### config.mk
export PLATFORM = sky130hd
export DESIGN_NAME = mdvt_ctrl
export DESIGN_NICKNAME = d
export VERILOG_FILES = /design/src/hdl/mdvt_pkg.sv /design/src/hdl/mdvt_ctrl.sv
export SDC_FILE = /design/constraint.sdc
export NUM_CORES = 1
export LEC_CHECK = 0
export ABC_AREA = 1
export BUFFER_PORTS_ARGS = -buffer_cell sky130_fd_sc_hd__clkbuf_2
export CAP_MARGIN = 5
export CORE_AREA = 2 2 39 41
export CTS_CLUSTER_SIZE = 8
export DETAILED_ROUTE_END_ITERATION = 7
export DIE_AREA = 0 0 41 43
export PLACE_DENSITY_LB_ADDON = 0.08
export SYNTH_ARGS = -nofsm -noshare
export SYNTH_HDL_FRONTEND = slang
export SYNTH_SLANG_ARGS = --single-unit
### constraint.sdc
create_clock -name clk -period 2.9 [get_ports clk]
set_clock_uncertainty 0.05 [all_clocks]
set_input_delay 0.145 -clock clk [delete_from_list [all_inputs] [get_ports clk]]
set_output_delay 0.145 -clock clk [all_outputs]
set_load 0.02 [all_outputs]
### src/hdl/mdvt_pkg.sv
// ----------------------------------------------------------------------------
// mdvt_pkg
// shared constants, state encoding and controller/datapath interface types
// ----------------------------------------------------------------------------
package mdvt_pkg;

  // table of configurations
  localparam int unsigned CONF_ENTRIES  = 65536;
  localparam int unsigned CONF_AW       = $clog2(CONF_ENTRIES);
  localparam int unsigned CONF_W        = 16;

  // depth values and per-depth counters
  localparam int unsigned MAX_DEPTH     = 255;
  localparam int unsigned DEPTH_W       = 8;
  localparam int unsigned COUNT_ENTRIES = MAX_DEPTH + 1;
  localparam int unsigned COUNT_AW      = $clog2(COUNT_ENTRIES);
  localparam int unsigned COUNT_W       = 17;
  localparam logic [COUNT_W-1:0] COUNT_MAX = {COUNT_W{1'b1}};

  // clearing sweep covers both stores
  localparam int unsigned CLEAR_LEN =
    (CONF_ENTRIES > COUNT_ENTRIES) ? CONF_ENTRIES : COUNT_ENTRIES;
  localparam int unsigned CLEAR_W   = $clog2(CLEAR_LEN);

  typedef enum logic [2:0] {
    ST_CLEAR,
    ST_IDLE,
    ST_READ,
    ST_UPDATE,
    ST_WRITE_OLD
  } state_t;

  typedef struct packed {
    logic clear;      // sweep one address of both stores (counters only below COUNT_ENTRIES)
    logic load;       // capture request, read table and count of new depth
    logic fetch_old;  // capture old depth, read its count
    logic update;     // decide, write table and new count, drive result
    logic write_old;  // write back decremented count of old depth
  } dp_cmd_t;

  typedef struct packed {
    logic clear_last; // sweep is on its last address
    logic take;       // request will be stored
    logic old_seen;   // old depth has a counter to decrement
  } dp_status_t;

endpackage

### src/hdl/mdvt_ctrl.sv
// ----------------------------------------------------------------------------
// mdvt_ctrl
// sequencer: clearing sweep, then read / decide / write per request
// ----------------------------------------------------------------------------
module mdvt_ctrl (
  input  logic                 clk,
  input  logic                 rst,
  input  logic                 start,
  output logic                 busy,
  output mdvt_pkg::dp_cmd_t    cmd,
  input  mdvt_pkg::dp_status_t status
);

  import mdvt_pkg::*;

  state_t state;
  state_t state_next;

  always_ff @(posedge clk) begin
    if (rst) begin
      state <= ST_CLEAR;
    end else begin
      state <= state_next;
    end
  end

  always_comb begin
    state_next = state;
    cmd        = '0;
    busy       = 1'b1;
    unique case (state)
      ST_CLEAR: begin
        cmd.clear = 1'b1;
        if (status.clear_last) begin
          state_next = ST_IDLE;
        end
      end
      ST_IDLE: begin
        busy = 1'b0;
        if (start) begin
          cmd.load   = 1'b1;
          state_next = ST_READ;
        end
      end
      ST_READ: begin
        cmd.fetch_old = 1'b1;
        state_next    = ST_UPDATE;
      end
      ST_UPDATE: begin
        cmd.update = 1'b1;
        if (status.take && status.old_seen) begin
          state_next = ST_WRITE_OLD;
        end else begin
          state_next = ST_IDLE;
        end
      end
      ST_WRITE_OLD: begin
        cmd.write_old = 1'b1;
        state_next    = ST_IDLE;
      end
      default: begin
        state_next = ST_CLEAR;
      end
    endcase
  end

endmodule

======== After elaboration in Yosys (flattened, before gate mapping) ========
Cells that the tools add are included.
word-level totals
  register bits after elaboration ......... 3
  input port bits ......................... 6
  output and inout bits ................... 6
cells by class
  reduce and logical (&&, ||, !) cells .... 3
  equal/unequal tests ..................... 6
  multiplexer cells ....................... 11
operator list
  cell                                                                   number
  3-bit one-hot mux with 5 select lines                                  1
  3-bit 2-to-1 mux                                                       3
  1-bit 2-to-1 mux                                                       7
  3-bit by 2-bit equality test with 1-bit output, second input constant  2
  2-bit inequality test, second input constant                           2
  3-bit by 1-bit equality test with 1-bit output, second input constant  1
  3-bit equality test, second input constant                             1
  3-bit zero test                                                        1
  2-bit AND reduction                                                    1
  1-bit logical AND                                                      1

======== Depth between registers and ports, before layout ========
Gate-level depths: netlist (run 1).
  word-level depth ........................ 3
  depth in mapped cells ................... 8
  mapped depth without buffers ............ 8

======== Worst setup path after synthesis (run 1) ========
OpenSTA, ideal clock, no wires.
  kind .................................... register to output
  start point ............................. register state[0]
  end point ............................... output port cmd[3] (netlist bit)
  buffers on the path ..................... 0
  path slack .............................. 1.676 ns
  stages on the path, launching flop included .. 5
  arrival time ............................ 1.029 ns
  cells stage by stage .................... dfxtp_1 -> inv_2 -> nor2_4 -> nand2_1 -> nor2_1
RTL lines
  element                 line             RTL
  from (decl)             mdvt_ctrl.sv:16  state_t state;
  from (signal assigned)  mdvt_ctrl.sv:23  state <= state_next;
  to (decl)               mdvt_ctrl.sv:10  output mdvt_pkg::dp_cmd_t cmd,

==> results of run 1 <==
## metal layers
| metal | wire length (um) | vias to the layer above | track usage [%] |
|---|---|---|---|
| li1 | - | 129 | - |
| met1 | 190 | 103 | 6.75 |
| met2 | 291 | 3 | 10.3 |
| met3 | 23 | 0 | 1.57 |
| met4 | 0 | 0 | 10.0 |
| met5 | 0 | - | 0 |
## worst reg2reg max path, cell delays in order, from the launching register on
cell and delay (ns):
dfxtp_1 0.41, inv_1 0.14, nand3b_2 0.13, nand2_2 0.08, inv_2 0.04, nand2_1 0.04
nand2_1 0.06, nor2_2 0.03
## placed cells by master, fill, tap and decap left out
cell type,instances
nand3_2,1
nand2_1,7
clkbuf_4,3
clkbuf_2,11
nand3_1,3
nor2_4,1
nand3b_2,1
nand2_2,1
inv_1,8
nor2_2,2
a211oi_2,1
clkbuf_1,1
dfxtp_1,3
nor3_1,1
inv_2,2
nor2_1,3
## layout make-up
class / instances / area share (%)
Multi-Input combinational cell: 21 / 37.9
Inverter: 10 / 11.7
Clock buffer: 4 / 8.20
Tap cell: 16 / 6.25
Sequential cell: 3 / 18.8
Timing Repair Buffer: 11 / 17.2
## power groups by stage
stage                     Combinational, mW  Sequential, mW  Clock [mW]
final                                0.0491          0.0487      0.0719
after global routing                 0.0547          0.0492      0.0774
after CTS                            0.0504          0.0487      0.0767
after detailed placement             0.0502          0.0493           0
after global placement               0.0506          0.0492           0
after floorplan                      0.0363          0.0485           0
## through the flow
step	utilization, %	cell area, um2	setup WS, ns	total power, mW	cells
after floorplan	-	219	1.68	0.0848	34
after global placement	21.2	294	1.81	0.0998	61
after detailed placement	21.2	294	1.79	0.0995	61
after CTS	23.1	320	1.54	0.176	65
after global routing	23.1	320	1.47	0.181	65
final	23.1	320	1.56	0.170	65
## how the worst max path moves through the flow
stage / from / to / slack, ns / cells after the start
2_1_floorplan: state[0] / cmd[3] / 1.68 / 4
3_3_place_gp: state[2] / state[0] / 1.81 / 7
3_5_place_dp: state[0] / cmd[3] / 1.79 / 5
4_1_cts: state[0] / cmd[3] / 1.54 / 5
5_1_grt: state[0] / cmd[3] / 1.47 / 5
6_report: state[0] / cmd[3] / 1.56 / 5
## cells by family (layout without fill, tap and decap cells)
logic type	Yosys count	after routing	synth area share, %
AO/OA/AOI/OAI	1	1	5.71
buffers and inverters	10	25	17.1
flip-flops	3	3	27.4
AND/OR/NAND/NOR	20	20	49.7
==> impl_metrics.json, run 1 <==
{
  "synthTopCellsByCount": "inv_1 (8), nand2_1 (7), dfxtp_1 (3), nand3_1 (3), nor2_1 (3)",
  "syn_inst": 34,
  "cp_slowest_stage_delay_ns": 0.39,
  "ys_types": 13,
  "start_util_pct": 15.8,
  "critPathKind": "flop to output pin",
  "placementRows": 14,
  "nFillCells": 171,
  "synth_nets": 40,
  "hold_buffers": 0,
  "drt_iter0_drc": 0,
  "pwr-share-seq_pct": 28.7,
  "status": "finished clean",
  "via_per_inst": 3.62,
  "clock_latency_ns": 0.23,
  "drive_above_1_share_pct": 46.9,
  "die_w_um": 41,
  "drv_slew": 0,
  "multiInputGateArea_um2": 121,
  "synthToLayoutAreaGrowth_pct": 46.3,
  "power_frac_comb_pct": 28.9,
  "largest_register_ffs": 3,
  "netlist_area_um2": 219,
  "timing.rr.start": "state[2]",
  "dr.pass1.iters": 1,
  "worstMarginPinSlew_ns": 0.190,
  "reg2reg_depth": 7,
  "timing.rr.end": "state[0]",
  "clockBufferDepth": 2,
  "finalSetupViolCount": 0,
  "die_area_um2": 1760,
  "post-route-period-util_pct": 46.2,
  "synth.avg_cell_area_um2": 6.44,
  "synthTopCellsByArea": "dfxtp_1 (27%), inv_1 (14%), nand2_1 (12%)",
  "fmax_mhz": 746,
  "relSlewSlack_pct": 87.3,
  "report.final.hold_viol_count": 0,
  "synth_warnings": 0,
  "vias": 235,
  "cts-resized-gates": 0,
  "grt_pass1_wl_um": 772,
  "p_switching_mw": 0.0557,
  "async_flop_share_pct": 0,
  "timing.reg2reg.setup_slack_ns": 1.83,
  "antenna_found_initial": 0,
  "cap_violations": 0,
  "internal_power_mw": 0.114,
  "coreArea_um2": 1380,
  "hold_depth": 2,
  "crit_path_end_kind": "output pin",
  "cts_max_level": 1,
  "cts_tree": "done",
  "crit_required_ns": 2.71,
  "yosysSeqAreaShare_pct": 27.4,
  "hp-class": "input port to flop",
  "grt_max_degree": 6,
  "holdWs_ns": 0.0770,
  "io_pins": 12,
  "slowest_stage": "dfxtp_1",
  "n_antenna_cell": 0,
  "synthFlopType": "dfxtp_1",
  "reg_top3": "state (3)",
  "route.detailed.drc": 0,
  "hpwl_um": 432,
  "routabilityCongestion": 0.677,
  "vdd_drop_max_mv": 0.144,
  "worstHoldStart": "rst",
  "grt_pass1_vias": 202,
  "clkSinkCount": 3,
  "grt.overflow.total": 0,
  "wl_per_cell_um": 7.78,
  "drtAntennaViolNets": 0,
  "crit_buf_inv": 2,
  "crit_chain": "inv_2, nor2_4, nand2_1, nor2_1, clkbuf_2",
  "nets": 56,
  "port-buffer-count": 11,
  "cts_root_buf": "clkbuf_4",
  "power.leakage_nw": 0.189,
  "synthMostInstantiatedCell": "inv_1",
  "power_density_nw_per_um2": 530,
  "cp_max_fo": 4,
  "switching_share_pct": 32.8,
  "crit_family": "flip-flops",
  "synth_top_area_share_pct": 27.4,
  "yosysTopAreaCell": "dfxtp_1",
  "cts_setup_buffers": 0,
  "die_y_um": 43,
  "clock_power_share_pct": 42.4,
  "routed_wirelength_um": 506,
  "ys_ff_latch": 3,
  "track_usage_pct": 7.23,
  "rsz0062_at_grt": "false",
  "ff_latch_area_um2": 60.1,
  "arrival_ns": 1.14,
  "cts.clk_slew.worst_paths_ns": 0.04,
  "tritoncts.num_buffers": 3,
  "regMostFlops": "state",
  "finalCriticalPeriod_ns": 1.34,
  "hold_path_end": "state[1]",
  "synth_edf_count": 0,
  "setup_tns_ns": 0,
  "cp-start-kind": "flop"
}
No activity file was read; power rests on OpenSTA's default activity.
==> inputs of run 2 (changes only) <==
Settings changed: ABC_AREA 1 to 0.
Clock period 2.9 ns to 1.2 ns, I/O delays scaled along.
==> impl_metrics.json, run 2 <==
{
  "status": "finished clean",
  "critPathCapture": "cmd[2]",
  "worstMarginPinSlew_ns": 0.224,
  "cp_slowest_stage_delay_ns": 0.35,
  "synth_nets": 30,
  "placedCellCount": 52,
  "cts.clk_slew.worst_paths_ns": 0.04,
  "io_pins": 12,
  "die_y_um": 43,
  "grt.overflow.total": 0,
  "finalCriticalPeriod_ns": 1.15,
  "syn_inst": 24,
  "async_flop_share_pct": 0,
  "antenna_found_initial": 0,
  "synthFlopType": "dfxtp_1",
  "vias": 240,
  "netlist_area_um2": 193,
  "crit_required_ns": 1.09,
  "setup_tns_ns": 0,
  "layout_common_cells": "buf_4 (8), clkbuf_2 (6), clkbuf_4 (3)",
  "finalPower_mw": 0.428,
  "timing.rr.end": "state[1]",
  "drtAntennaViolNets": 0,
  "rsz0062_at_grt": "true",
  "relSlewSlack_pct": 84.9,
  "timing.rr.start": "state[0]",
  "cp-start-kind": "flop",
  "cts_tree": "done",
  "cts_root_buf": "clkbuf_4",
  "track_usage_pct": 7.12,
  "ys_ff_latch": 3,
  "final_common_cell": "buf_4",
  "crit_cells": 5,
  "grt_max_degree": 9,
  "slowest_stage": "dfxtp_4",
  "drt_iter0_drc": 0,
  "multiInputGateArea_um2": 136,
  "finalSetupViolCount": 0,
  "power.leakage_nw": 0.161,
  "synthTopCellsByArea": "dfxtp_1 (31%), nor3b_1 (7.8%), a211oi_2 (6.5%)",
  "vdd_drop_max_mv": 0.339,
  "port-buffer-count": 11,
  "tritoncts.num_buffers": 3,
  "synthTopCellsByCount": "dfxtp_1 (3), nor2_1 (3), a21oi_1 (2), nand2_1 (2), nor3b_1 (2)",
  "crit_family": "flip-flops",
  "placementRows": 14,
  "route.detailed.drc": 0,
  "cts_max_level": 1,
  "synth_top_area_share_pct": 31.2,
  "timing.reg2reg.setup_slack_ns": 0.12,
  "crit_buf_inv": 3,
  "n_antenna_cell": 0,
  "clkSinkCount": 3,
  "nets": 49,
  "drive_above_1_share_pct": 66.7,
  "largest_register_ffs": 3,
  "dr.pass1.iters": 1,
  "cap_violations": 0,
  "grt_pass1_vias": 220,
  "final_cells": 58,
  "drv_slew": 0,
  "yosysSeqAreaShare_pct": 31.2,
  "report.final.hold_viol_count": 0,
  "via_per_inst": 4.14,
  "start_util_pct": 13.9,
  "ff_latch_area_um2": 68.8,
  "cp-startpoint": "state[0]",
  "holdWs_ns": 0.0588,
  "reg_top3": "state (3)",
  "nFillCells": 162,
  "place_area_um2": 272,
  "fmax_mhz": 870,
  "ys_types": 17,
  "synth_warnings": 0,
  "post-route-period-util_pct": 95.8,
  "wl_per_cell_um": 8.72,
  "hp-class": "input port to flop",
  "synthToLayoutAreaGrowth_pct": 86.4,
  "die_area_um2": 1760,
  "crit_path_end_kind": "output pin",
  "hpwl_um": 409,
  "regMostFlops": "state",
  "crit_chain": "inv_2, buf_4, nand2_2, nor2_2, buf_4",
  "yosysTopAreaCell": "dfxtp_1",
  "arrival_ns": 1.04,
  "grt_pass1_wl_um": 779,
  "die_w_um": 41,
  "cp_max_fo": 5,
  "synth_edf_count": 0,
  "clockBufferDepth": 2,
  "routabilityCongestion": 0.651,
  "coreArea_um2": 1380,
  "crit_path_frequent_cell": "buf_4",
  "final_design_area_no_fill_um2": 359,
  "routed_wirelength_um": 506,
  "power_density_nw_per_um2": 1190,
  "synth.avg_cell_area_um2": 8.03,
  "critPathKind": "flop to output pin",
  "reg2reg_depth": 3,
  "clock_latency_ns": 0.23
}
run 2: logic make-up (layout without fill, tap and decap cells):
kind of cell | count (synthesis) | count (layout) | synth area share (%)
flops | 3 | 3 | 31.2
buf+inv | 3 | 21 | 9.74
simple gates | 12 | 12 | 33.1
compound gates | 6 | 6 | 26.0
run 2: worst reg2reg max path: stages, from the launching register on:
cell	delay, ns
dfxtp_4	0.36
inv_2	0.04
or3_1	0.35
a211oi_2	0.20
run 2: how the worst min path moves through the flow:
stage	cells after the start	slack (ns)	from	endpoint
floorplan	1	0.07	rst	state[1]
global placement	2	0.24	rst	state[1]
detailed placement	2	0.23	rst	state[1]
CTS	3	0.05	status[0]	state[2]
global route	3	0.07	status[1]	state[2]
finish	3	0.06	status[0]	state[2]
run 2: where the power goes:
group          switching [mW]  internal [mW]  total (mW)
registers              0.0111          0.108       0.119
clock network          0.0481          0.124       0.172
logic                  0.0645         0.0720       0.137
run 2: per-stage QoR:
stage / utilization (%) / setup WS, ns
after floorplan: - / 0.0702
after CTS: 24.0 / -0.00200
final: 25.9 / 0.0510
after detailed placement: 19.6 / 0.102
after global placement: 19.6 / 0.0986
after global routing: 25.9 / -0.0266
run 2: layout make-up:
cell class	count	share of cell area (%)
Inverter	2	2.09
Multi-Input combinational cell	18	38.0
Clock buffer	4	7.32
Sequential cell	3	19.2
Tap cell	16	5.57
Timing Repair Buffer	15	27.9
run 2: layer usage:
metal / wire, um / up-vias / GRT usage (%) / part of all wire (%)
met3: 40 / 0 / 3.14 / 7.9
li1: - / 123 / - / -
met5: 0 / - / 0 / 0
met2: 282 / 6 / 10.6 / 56
met4: 0 / 0 / 8.00 / 0
met1: 184 / 111 / 6.09 / 36
run 2: timing repair:
action                                  CTS  global route
pin swaps                                 0             2
hold buffers                              1             0
endpoints found under the setup margin    5             5
endpoints found under the hold margin     2             0
setup buffers                             0             1
resized for setup                         9            12
